==> config.mk <==
export PLATFORM = sky130hd
export DESIGN_NAME = vector_l2_normaliser_unit
export DESIGN_NICKNAME = d
export VERILOG_FILES = /design/src/design/vnl_pkg.sv /design/src/design/vector_l2_normaliser_unit.sv /design/src/design/vnl_sqrt.sv /design/src/design/vnl_div.sv
export SDC_FILE = /design/constraint.sdc
export NUM_CORES = 1
export LEC_CHECK = 0
export ABC_AREA = 1
export BUFFER_PORTS_ARGS = -buffer_cell sky130_fd_sc_hd__buf_2
export CAP_MARGIN = 20
export CORE_ASPECT_RATIO = 0.5
export CORE_MARGIN = 3
export CORE_UTILIZATION = 50
export DETAILED_ROUTE_END_ITERATION = 8
export PLACE_DENSITY = 0.7
export SYNTH_ARGS = -nofsm -noshare
export SYNTH_HDL_FRONTEND = slang
export SYNTH_HIERARCHICAL = 1
export SYNTH_SLANG_ARGS = --single-unit
==> constraint.sdc <==
create_clock -name clock -period 11.34 [get_ports clock]
set_clock_uncertainty 0.15 [all_clocks]
set_input_delay 2.268 -clock clock [delete_from_list [all_inputs] [get_ports clock]]
set_output_delay 2.268 -clock clock [all_outputs]
set_load 0.01 [all_outputs]
==> src/design/vnl_pkg.sv <==
// Package for the L2 vector normaliser: constants, beat types and state codes.
`default_nettype none
package vnl_pkg;

   // Store depth default
   localparam int MAX_LEN_DEF = 16;
   // Element width and Q2.14 scaling
   localparam int ELEM_W      = 16;
   localparam int UNIT_SHIFT  = 14;
   // Quotient magnitude never exceeds 16384, so 15 bits
   localparam int QUO_W       = 15;
   // |element| << 14 fits in 30 bits
   localparam int DIVD_W      = ELEM_W + UNIT_SHIFT;
   // Width of one square (2^30 worst case)
   localparam int SQ_W        = 2 * ELEM_W - 1;
   // Defaults for the sub-units at the default store depth
   localparam int SUM_W_DEF   = SQ_W + $clog2(MAX_LEN_DEF + 1);
   localparam int ROOT_W_DEF  = (SUM_W_DEF + 1) / 2;

   // Input beat
   typedef struct packed {
      logic signed [ELEM_W-1:0] element;
      logic                     final_req;
   } req_type;

   // Result beat
   typedef struct packed {
      logic signed [ELEM_W-1:0] unit_element;
      logic                     run_end;
      logic                     dropped;
   } rsp_type;

   // Status of an iterative unit
   typedef struct packed {
      logic busy;
      logic done;
   } unit_stat_type;

   // Sequencer states
   typedef enum logic [2:0] {
      ST_LOAD,
      ST_ROOT,
      ST_FETCH,
      ST_PREP,
      ST_DIVIDE,
      ST_SEND
   } state_type;

endpackage
`default_nettype wire

==> src/design/vector_l2_normaliser_unit.sv <==
// Top level of the L2 vector normaliser: element store, sequencer and result register.
`default_nettype none
// Elements arrive one beat per cycle and are written to a single-port store of MAX_LEN
// entries while their squares are summed; beats past MAX_LEN are discarded and mark every
// result of the run as dropped. The beat marked final_req ends the vector: input stalls,
// an iterative square root takes (SUM_W+1)/2 steps, then each stored element is read back
// and divided by the root in a bit-serial divider; each result beat goes through a store
// read, the divider load, 15 divide steps, the divider finish and the send, plus any
// output stall, and the next element waits for that beat to be taken. Results come in arrival
// order, Q2.14, truncated toward zero; a zero root gives zeros. The store is written only
// while loading and read only afterwards, so reads and writes never overlap; no clearing
// pass is needed after reset.
module vector_l2_normaliser_unit #(
   parameter int MAX_LEN = vnl_pkg::MAX_LEN_DEF
) (
   input  wire               clock,
   input  wire               reset,
   input  wire               req_valid,
   output logic              req_stall,
   input  vnl_pkg::req_type  req_data,
   output logic              rsp_valid,
   input  wire               rsp_stall,
   output vnl_pkg::rsp_type  rsp_data
);

   localparam int EW     = vnl_pkg::ELEM_W;
   localparam int CNT_W  = $clog2(MAX_LEN + 1);
   localparam int IDX_W  = (MAX_LEN > 1) ? $clog2(MAX_LEN) : 1;
   localparam int SQ_W   = vnl_pkg::SQ_W;
   localparam int SUM_W  = SQ_W + CNT_W;
   localparam int ROOT_W = (SUM_W + 1) / 2;
   localparam int QW     = vnl_pkg::QUO_W;

   vnl_pkg::state_type     state_ff, state_in;
   logic [CNT_W-1:0]       count_ff, count_in;
   logic [CNT_W-1:0]       rd_cnt_ff, rd_cnt_in;
   logic [SUM_W-1:0]       sum_ff, sum_in;
   logic                   ovf_ff, ovf_in;
   logic [EW-1:0]          rd_data_ff;
   vnl_pkg::rsp_type       rsp_ff;

   logic [EW-1:0]          store_mem [MAX_LEN];

   logic                   req_acc;
   logic                   rsp_acc;
   logic                   store_room;
   logic                   wr_en;
   logic                   rd_en;
   logic                   sqrt_start;
   logic                   div_start;
   logic                   last_item;
   logic signed [2*EW-1:0] square;
   logic [EW-1:0]          magnitude;
   logic [EW-1:0]          q_ext;
   logic [EW-1:0]          unit_val;

   vnl_pkg::unit_stat_type sqrt_stat;
   vnl_pkg::unit_stat_type div_stat;
   logic [ROOT_W-1:0]      root;
   logic [QW-1:0]          quotient;

   assign req_acc    = req_valid && !req_stall;
   assign rsp_acc    = rsp_valid && !rsp_stall;
   assign store_room = (count_ff < CNT_W'(MAX_LEN));
   assign last_item  = ((rd_cnt_ff + CNT_W'(1)) == count_ff);

   // Square of the incoming element
   assign square = req_data.element * req_data.element;

   // Next state
   always_comb begin
      state_in = state_ff;
      case (state_ff)
         vnl_pkg::ST_LOAD: begin
            if (req_acc && req_data.final_req) state_in = vnl_pkg::ST_ROOT;
         end
         vnl_pkg::ST_ROOT: begin
            if (sqrt_stat.done) state_in = vnl_pkg::ST_FETCH;
         end
         vnl_pkg::ST_FETCH:  state_in = vnl_pkg::ST_PREP;
         vnl_pkg::ST_PREP:   state_in = vnl_pkg::ST_DIVIDE;
         vnl_pkg::ST_DIVIDE: begin
            if (div_stat.done) state_in = vnl_pkg::ST_SEND;
         end
         vnl_pkg::ST_SEND: begin
            if (rsp_acc) state_in = last_item ? vnl_pkg::ST_LOAD : vnl_pkg::ST_FETCH;
         end
         default: state_in = vnl_pkg::ST_LOAD;
      endcase
   end

   // Sequencer outputs; input is never stalled while loading
   always_comb begin
      req_stall  = 1'b1;
      rsp_valid  = 1'b0;
      wr_en      = 1'b0;
      rd_en      = 1'b0;
      sqrt_start = 1'b0;
      div_start  = 1'b0;
      case (state_ff)
         vnl_pkg::ST_LOAD: begin
            req_stall  = 1'b0;
            wr_en      = req_valid && store_room;
            sqrt_start = req_valid && req_data.final_req;
         end
         vnl_pkg::ST_FETCH:  rd_en     = 1'b1;
         vnl_pkg::ST_PREP:   div_start = 1'b1;
         vnl_pkg::ST_SEND:   rsp_valid = 1'b1;
         default: begin
            req_stall = 1'b1;
         end
      endcase
   end

   // Run bookkeeping: count, sum of squares, overflow, read pointer
   always_comb begin
      count_in  = count_ff;
      sum_in    = sum_ff;
      ovf_in    = ovf_ff;
      rd_cnt_in = rd_cnt_ff;
      if (req_acc) begin
         if (store_room) begin
            count_in = count_ff + CNT_W'(1);
            sum_in   = sum_ff + SUM_W'(square[SQ_W-1:0]);
         end else begin
            ovf_in = 1'b1;
         end
      end
      if (rsp_acc) begin
         if (last_item) begin
            count_in  = '0;
            sum_in    = '0;
            ovf_in    = 1'b0;
            rd_cnt_in = '0;
         end else begin
            rd_cnt_in = rd_cnt_ff + CNT_W'(1);
         end
      end
   end

   always_ff @(posedge clock) begin
      if (reset) begin
         state_ff  <= vnl_pkg::ST_LOAD;
         count_ff  <= '0;
         sum_ff    <= '0;
         ovf_ff    <= 1'b0;
         rd_cnt_ff <= '0;
      end else begin
         state_ff  <= state_in;
         count_ff  <= count_in;
         sum_ff    <= sum_in;
         ovf_ff    <= ovf_in;
         rd_cnt_ff <= rd_cnt_in;
      end
   end

   // Element store, one write or one registered read a cycle
   always_ff @(posedge clock) begin
      if (wr_en) store_mem[count_ff[IDX_W-1:0]] <= req_data.element;
      if (rd_en) rd_data_ff <= store_mem[rd_cnt_ff[IDX_W-1:0]];
   end

   // Magnitude of the stored element
   assign magnitude = rd_data_ff[EW-1] ? (~rd_data_ff + EW'(1)) : rd_data_ff;

   vnl_sqrt #(
      .SUM_W (SUM_W)
   ) u_sqrt (
      .clock   (clock),
      .reset   (reset),
      .start   (sqrt_start),
      .operand (sum_in),
      .stat    (sqrt_stat),
      .root    (root)
   );

   vnl_div #(
      .DIV_W (ROOT_W)
   ) u_div (
      .clock     (clock),
      .reset     (reset),
      .start     (div_start),
      .magnitude (magnitude),
      .divisor   (root),
      .stat      (div_stat),
      .quotient  (quotient)
   );

   // Sign restore; zero root forces zero
   always_comb begin
      q_ext = {1'b0, quotient};
      if (root == '0) begin
         unit_val = '0;
      end else if (rd_data_ff[EW-1]) begin
         unit_val = ~q_ext + EW'(1);
      end else begin
         unit_val = q_ext;
      end
   end

   // Result register, held while stalled
   always_ff @(posedge clock) begin
      if (div_stat.done) begin
         rsp_ff.unit_element <= unit_val;
         rsp_ff.run_end      <= last_item;
         rsp_ff.dropped      <= ovf_ff;
      end
   end

   assign rsp_data = rsp_ff;

`ifndef NO_ASSERTIONS
   // Stored count never passes the store depth
   assert property (@(posedge clock) disable iff (reset)
      count_ff <= CNT_W'(MAX_LEN))
      else $error("element count beyond store depth");

   // Overflow can only be flagged once the store is full
   assert property (@(posedge clock) disable iff (reset)
      ovf_ff |-> (count_ff == CNT_W'(MAX_LEN)))
      else $error("overflow flagged with room in the store");

   // The final beat of a run leaves the block empty
   assert property (@(posedge clock) disable iff (reset)
      (rsp_acc && rsp_data.run_end) |=> (count_ff == '0 && sum_ff == '0 && !ovf_ff))
      else $error("run state not cleared after final result");

   // Normalised magnitude bounded by one
   assert property (@(posedge clock) disable iff (reset)
      rsp_valid |-> (rsp_data.unit_element <= 16'sd16384 &&
                     rsp_data.unit_element >= -16'sd16384))
      else $error("normalised element out of range");

   // Divider never starts while the root is still being formed
   assert property (@(posedge clock) disable iff (reset)
      div_start |-> !sqrt_stat.busy)
      else $error("divider started during square root");
`endif

endmodule
`default_nettype wire

==> src/design/vnl_sqrt.sv <==
// Iterative floor square root, one root bit per cycle.
`default_nettype none
module vnl_sqrt #(
   parameter int SUM_W = vnl_pkg::SUM_W_DEF
) (
   input  wire                          clock,
   input  wire                          reset,
   input  wire                          start,
   input  wire  [SUM_W-1:0]             operand,
   output vnl_pkg::unit_stat_type       stat,
   output logic [(SUM_W+1)/2-1:0]       root
);

   localparam int ROOT_W = (SUM_W + 1) / 2;
   localparam int X_W    = 2 * ROOT_W;
   localparam int REM_W  = ROOT_W + 2;
   localparam int CNT_W  = $clog2(ROOT_W + 1);

   logic [X_W-1:0]    x_ff;
   logic [REM_W-1:0]  rem_ff;
   logic [ROOT_W-1:0] root_ff;
   logic [CNT_W-1:0]  cnt_ff;
   logic              busy_ff;
   logic              done_ff;

   logic [REM_W+1:0]  rem_sh;
   logic [REM_W+1:0]  trial;
   logic              take;

   // Bring down the next bit pair and try root*4+1
   always_comb begin
      rem_sh = {rem_ff, x_ff[X_W-1 -: 2]};
      trial  = {2'b00, root_ff, 2'b01};
      take   = (rem_sh >= trial);
   end

   // Control
   always_ff @(posedge clock) begin
      if (reset) begin
         busy_ff <= 1'b0;
         done_ff <= 1'b0;
         cnt_ff  <= '0;
      end else begin
         done_ff <= 1'b0;
         if (start) begin
            busy_ff <= 1'b1;
            cnt_ff  <= CNT_W'(ROOT_W);
         end else if (busy_ff) begin
            cnt_ff <= cnt_ff - CNT_W'(1);
            if (cnt_ff == CNT_W'(1)) begin
               busy_ff <= 1'b0;
               done_ff <= 1'b1;
            end
         end
      end
   end

   // Datapath
   always_ff @(posedge clock) begin
      if (start) begin
         x_ff    <= X_W'(operand);
         rem_ff  <= '0;
         root_ff <= '0;
      end else if (busy_ff) begin
         x_ff <= {x_ff[X_W-3:0], 2'b00};
         if (take) begin
            rem_ff  <= REM_W'(rem_sh - trial);
            root_ff <= {root_ff[ROOT_W-2:0], 1'b1};
         end else begin
            rem_ff  <= REM_W'(rem_sh);
            root_ff <= {root_ff[ROOT_W-2:0], 1'b0};
         end
      end
   end

   assign stat.busy = busy_ff;
   assign stat.done = done_ff;
   assign root      = root_ff;

endmodule
`default_nettype wire

==> src/design/vnl_div.sv <==
// Restoring divider for |element| * 16384 / root, one quotient bit per cycle.
`default_nettype none
module vnl_div #(
   parameter int DIV_W = vnl_pkg::ROOT_W_DEF
) (
   input  wire                              clock,
   input  wire                              reset,
   input  wire                              start,
   input  wire  [vnl_pkg::ELEM_W-1:0]       magnitude,
   input  wire  [DIV_W-1:0]                 divisor,
   output vnl_pkg::unit_stat_type           stat,
   output logic [vnl_pkg::QUO_W-1:0]        quotient
);

   localparam int QW    = vnl_pkg::QUO_W;
   localparam int DW    = vnl_pkg::DIVD_W;
   localparam int REM_W = DIV_W + 1;
   localparam int CNT_W = $clog2(QW + 1);

   logic [DW-1:0]    dividend;
   logic [REM_W-1:0] rem_ff;
   logic [QW-1:0]    q_ff;
   logic [DIV_W-1:0] dvs_ff;
   logic [CNT_W-1:0] cnt_ff;
   logic             busy_ff;
   logic             done_ff;

   logic [REM_W-1:0] trial;
   logic             take;

   // Remainder stays below the divisor, so its top bit is free for the shift
   always_comb begin
      dividend = {magnitude, {vnl_pkg::UNIT_SHIFT{1'b0}}};
      trial    = {rem_ff[REM_W-2:0], q_ff[QW-1]};
      take     = (trial >= {1'b0, dvs_ff});
   end

   // Control
   always_ff @(posedge clock) begin
      if (reset) begin
         busy_ff <= 1'b0;
         done_ff <= 1'b0;
         cnt_ff  <= '0;
      end else begin
         done_ff <= 1'b0;
         if (start) begin
            busy_ff <= 1'b1;
            cnt_ff  <= CNT_W'(QW);
         end else if (busy_ff) begin
            cnt_ff <= cnt_ff - CNT_W'(1);
            if (cnt_ff == CNT_W'(1)) begin
               busy_ff <= 1'b0;
               done_ff <= 1'b1;
            end
         end
      end
   end

   // Datapath: quotient bits shift in where dividend bits shift out
   always_ff @(posedge clock) begin
      if (start) begin
         rem_ff <= REM_W'(dividend[DW-1:QW]);
         q_ff   <= dividend[QW-1:0];
         dvs_ff <= divisor;
      end else if (busy_ff) begin
         if (take) begin
            rem_ff <= trial - {1'b0, dvs_ff};
            q_ff   <= {q_ff[QW-2:0], 1'b1};
         end else begin
            rem_ff <= trial;
            q_ff   <= {q_ff[QW-2:0], 1'b0};
         end
      end
   end

   assign stat.busy = busy_ff;
   assign stat.done = done_ff;
   assign quotient  = q_ff;

endmodule
`default_nettype wire

-- Word level (Yosys, flattened, before mapping)
Memory sizes are Yosys's and may differ from the RTL's. A register that Yosys moved wholly into a read port is not among the register bits.
Cells that the tools add are included.
- flip-flop bits (word level): 206
- bits in latches: 0
- memory bits (writable): 256
- memory bits (read-only): 0
- input bits: 21
- output and inout bits: 20
- word-level logic and storage cells: 121
- memories kept: 1
- add/sub/neg operators: 9
- $mul: 1
- div/mod/pow operators: 0
- $lt $le $gt $ge: 3
- equality and inequality tests: 12
- shifts and indexed selects: 0
- mux-type cells: 51
- bitwise operators: 5
- reduce and logical (&&, ||, !) cells: 15
- memory list (name ; words ; width ; rd ports ; clocked after memory_dff ; write ports ; line ; text):
    store_mem ; 16 ; 16 ; 1 ; 1 ; 1 ; vector_l2_normaliser_unit.sv:42 ; logic [EW-1:0] store_mem [MAX_LEN];
- operator list (cell ; number):
    36-bit 2-to-1 mux ; 6
    15-bit 2-to-1 mux ; 5
    36-bit by 31-bit adder with 36-bit output ; 1
    5-bit 2-to-1 mux ; 7
    16-bit by 1-bit adder with 16-bit output, second input constant ; 2
    16-bit by 16-bit multiplier with 31-bit output ; 1
    22-bit by 20-bit greater-or-equal comparator with 1-bit output ; 1
    1-bit 2-to-1 mux ; 22
    20-bit 2-to-1 mux ; 1
    20-bit subtractor ; 1
    19-bit by 18-bit greater-or-equal comparator with 1-bit output ; 1
    18-bit zero test ; 1
    18-bit 2-to-1 mux ; 1
    3-bit one-hot mux with 6 select lines ; 1
    18-bit subtractor ; 1
    16-bit 2-to-1 mux ; 1
    15-bit NOT with 16-bit output ; 1
    16-bit NOT ; 1
    3-bit 2-to-1 mux ; 4
    5-bit by 1-bit adder with 5-bit output, second input constant ; 2
    4-bit 2-to-1 mux ; 2
    3-bit by 2-bit equality test with 1-bit output, second input constant ; 2
    3-bit equality test, second input constant ; 2
    2-bit by 1-bit inequality test with 1-bit output, second input constant ; 3
    other kinds (17) ; 26

-- Longest topological paths before layout
- depth after elaboration: 7
- gate-level depth with buffers: 41
- depth with buffers taken out: 40

-- By module
Netlist, hierarchy kept.
- by module, submodules not included (module ; times used ; cells an instance ; area an instance (µm²) ; seq. area each (µm²)):
    vector_l2_normaliser_unit ; 1 ; 2863 ; 25535.7 ; 9709.3
    vnl_sqrt ; 1 ; 664 ; 4708.3 ; 1981.9
    vnl_div ; 1 ; 475 ; 3588.4 ; 1481.4

-- Least setup slack after synthesis
OpenSTA, ideal clock, no wires.
- path kind: input port to flip-flop
- start: in req_data[16] in the netlist's numbering
- end: reg u_sqrt.x_ff[34], data pin
- library setup time: 0.252 ns
- arrival time: 9.041 ns
- data required time: 10.938 ns
- setup slack: 1.897 ns
- stages: 34
- path buffers: 2
- cell sequence: clkbuf_1 buf_1 nand2_1 fa_1 fa_1 inv_1 fa_1 inv_1 fa_1 inv_1 fa_1 inv_1 fa_1 inv_1 ha_1 nand2_1 nor2_1 inv_1 nor3_1 nand3_1 o211ai_1 xor2_1 ha_1 nand2_1 nor2_1 nand2_1 nor2_1 nand3_1 nand3_1 nand3_1 nand3_1 inv_1 nand2_1 nand2_1
- cells in the longest elaborated chain, start to end: 7
- ends and longest elaborated chain (item ; line ; text):
    start, declared ; vector_l2_normaliser_unit.sv:20 ; input vnl_pkg::req_type req_data,
    16-bit by 16-bit multiplier with 31-bit output (*) ; vector_l2_normaliser_unit.sv:68 ; assign square = req_data.element * req_data.element;
    36-bit by 31-bit adder with 36-bit output (*) ; vector_l2_normaliser_unit.sv:124 ; sum_in = sum_ff + SUM_W'(square[SQ_W-1:0]);
    36-bit 2-to-1 mux (*) ; vector_l2_normaliser_unit.sv:122 ; if (store_room) begin
    36-bit 2-to-1 mux (*) ; vector_l2_normaliser_unit.sv:121 ; if (req_acc) begin
    36-bit 2-to-1 mux ; vector_l2_normaliser_unit.sv:130 ; if (last_item) begin
    36-bit 2-to-1 mux (*) ; vector_l2_normaliser_unit.sv:129 ; if (rsp_acc) begin
    named net sum_in[34] ; vector_l2_normaliser_unit.sv:37 ; logic [SUM_W-1:0] sum_ff, sum_in;
    36-bit 2-to-1 mux (*) ; vnl_sqrt.sv:60 ; if (start) begin
    end signal, assigned ; vnl_sqrt.sv:61 ; x_ff <= X_W'(operand);
    end signal, assigned ; vnl_sqrt.sv:65 ; x_ff <= {x_ff[X_W-3:0], 2'b00};
    end, declared ; vnl_sqrt.sv:19 ; logic [X_W-1:0] x_ff;
Mark *: on every way through the listed nets, which the timed path passes. The rest lies on a longest branch.
A chain may end at the register's enable or synchronous reset.

-- Worst setup path after layout
- start: in req_data[16] in the netlist's numbering
- end: reg u_sqrt.x_ff[23], data pin
The elaborated chain is that of the path after synthesis.

==> results.md <==
* Outcome: completed
* Largest net degree at the start of global routing at 99
* RSZ-0062 raised after global routing: false
* DR WL/cell at between 15 and 20 um
* Hold EP: u_sqrt/rem_ff[19]
* CTS tree: yes
* Yosys warning count at 6
* Clock sinks at approximately 480
* Finished Cell Area at ~36000 um^2
* CP endpoint kind: flip-flop
* Clock Path Buffers at 3
* Crit path DAT at between 10 and 15 ns
* Die height at 190 um
* Die X at 374 um
* RD Place Congestion at approximately 1
* Final worst setup slack at approximately 1.0 ns
* Remaining antenna violation count at 0
* Actual slew at the worst max-slew pin at approximately 1.1 ns
* Max-cap check violation count at 0
* Vias per cell at 5.34
* Global-route wire length before repair at 137 mm
* DRC at 0
* Clock Latency Late Sink at 0.57 ns
* Worst reg2reg setup slack at around 7.5 ns
* Crit path time final at between 10 and 15 ns
* Max-slew violation count at 0
* Vias in the first global route at 26300
* Share of cells above drive strength 1 at 0.0559
* R2r endpoint: u_sqrt/x_ff[21]
* Inst Count DP at between 4000 and 5000
* Kind of critical path: in -> reg
* Total gr overflow at 0
* HP Class: reg -> reg
* Post-Layout Cell Count at between 4000 and 5000
* Synthesized instance count at 4000
* Root buffer cell: clkbuf_16
* Mapped Area at ~34000 um^2
* Cell row count at 66
* Crit path launch type: input pin
* Initial antenna violation count at 1
* ANT cells at 0
* Final nets at approximately 4400
* Post-CTS Hold Buffers at 0
* Resize count post-CTS at 0
* Detailed-route wire length at 83.3 mm
* Fmax at approximately 0.097 GHz
* DP HPWL at about 60 mm
* Drt first pass iters at 6
* Initial Utilization at 0.513
* Top Family by Delay on Critical Path: adder cells
* IO Count at between 40 and 50
* Total vias in the final route at around 26000
* Hold depth at 2
* Slew margin rel. at 0.285
* TritonCTS Buffers at between 40 and 50
* Crit-path slowest cell: fa_1
* Top cell by count, worst path: nand2_1
* Setup WS pre-CTS at approximately 0.7 ns
* Core Box Area at 66000 um^2
* Clk pin slew, worst setup/hold paths at 0.06 ns
* R2R depth at 11
* Initial DRC Count at 2207
* Final setup viols at 0
* Max Fanout on Critical Path at 22
* Final setup TNS at 0 ns
* Area grow syn2layout at 7.48%
* Mapped Avg Cell Area at 8.45 um^2
* Port bufs at 40
* Setup Buffers After CTS at 0
* Crit share post-route at 0.908
* Hold path startpoint: u_sqrt/rem_ff[19]
* Most frequent cells in the layout: nand2_1 (880), inv_1 (738), nor2_1 (388), edfxtp_1 (360), o21ai_0 (242)
* Most common cell after layout, fill and taps aside: nand2_1
* Hold Vio Cnt, Final at 0
* CP required at about 12 ns
* Syn nets at 4421
* H-tree Lvls at 2
* GRT Total Usage at 0.239
* RR Startpoint: rd_cnt_ff[3]
* Post-DP Area at between 30000 and 40000 um^2
* DIE AREA at slightly above 70000 um^2
* CP max stage delay at approximately 0.54 ns
* Buf+Inv Stages, Crit Path at 7
-- tightest hold or removal path: cells and delay by family (launching register included) --
kind,cells,cell delay [ns]
flops,1,0.31
simple gates,2,0.11
-- routing by layer --
layer / global-route usage / part of all wire / vias up
li1: - / - / 12700
met1: 0.331 / 0.45 / 12600
met2: 0.404 / 0.47 / 792
met3: 0.0299 / 0.064 / 108
met4: 0.0539 / 0.018 / 4
met5: 0.00741 / 0.00097 / -
-- sequential cells by signal, summed over array words and instances, names as in the netlist --
register,cells
store_mem,256
sum_ff,36
u_sqrt/x_ff,36
u_sqrt/rem_ff,20
rsp_data,18
u_div/dvs_ff,18
u_div/rem_ff,18
u_sqrt/root,18
rd_data_ff,16
u_div/quotient,15
count_ff,5
rd_cnt_ff,5
u_sqrt/cnt_ff,5
u_div/cnt_ff,4
state_ff,3
ovf_ff,1
u_div/busy_ff,1
u_div/done_ff,1
u_sqrt/busy_ff,1
u_sqrt/done_ff,1
-- through the flow --
stage                     utilization  hold slack, ns
final                           0.551           0.306
after global routing            0.551           0.324
after CTS                       0.550           0.304
after detailed placement        0.528           0.286
after global placement          0.528           0.269
after floorplan                     -           0.259
-- layout make-up --
| type | count | area, um^2 |
|---|---|---|
| well taps | 884 | 1110 |
| repair buffers | 76 | 503 |
| flip-flops and latches | 478 | 13200 |
| multi-input cells | 2636 | 17300 |
| clock inverters | 23 | 233 |
| clock buffers | 60 | 1220 |
| fillers | 5952 | 29600 |
| inverters | 755 | 2840 |
-- worst max-delay path by stage --
stage	start	cells after the start	slack, ns	endpoint
after floorplan	req_data[16]	34	1.90	u_sqrt/x_ff[34]
after detailed placement	req_data[16]	34	0.70	u_sqrt/x_ff[23]
final	req_data[16]	34	1.05	u_sqrt/x_ff[23]
after global routing	req_data[16]	34	0.54	u_sqrt/x_ff[23]
after global placement	req_data[16]	34	0.59	u_sqrt/x_ff[22]
after CTS	req_data[16]	34	1.28	u_sqrt/x_ff[23]
Power is left out: the tool's default activity adds up to more than one toggle a clock period on the data nets, which glitch-free logic cannot reach.
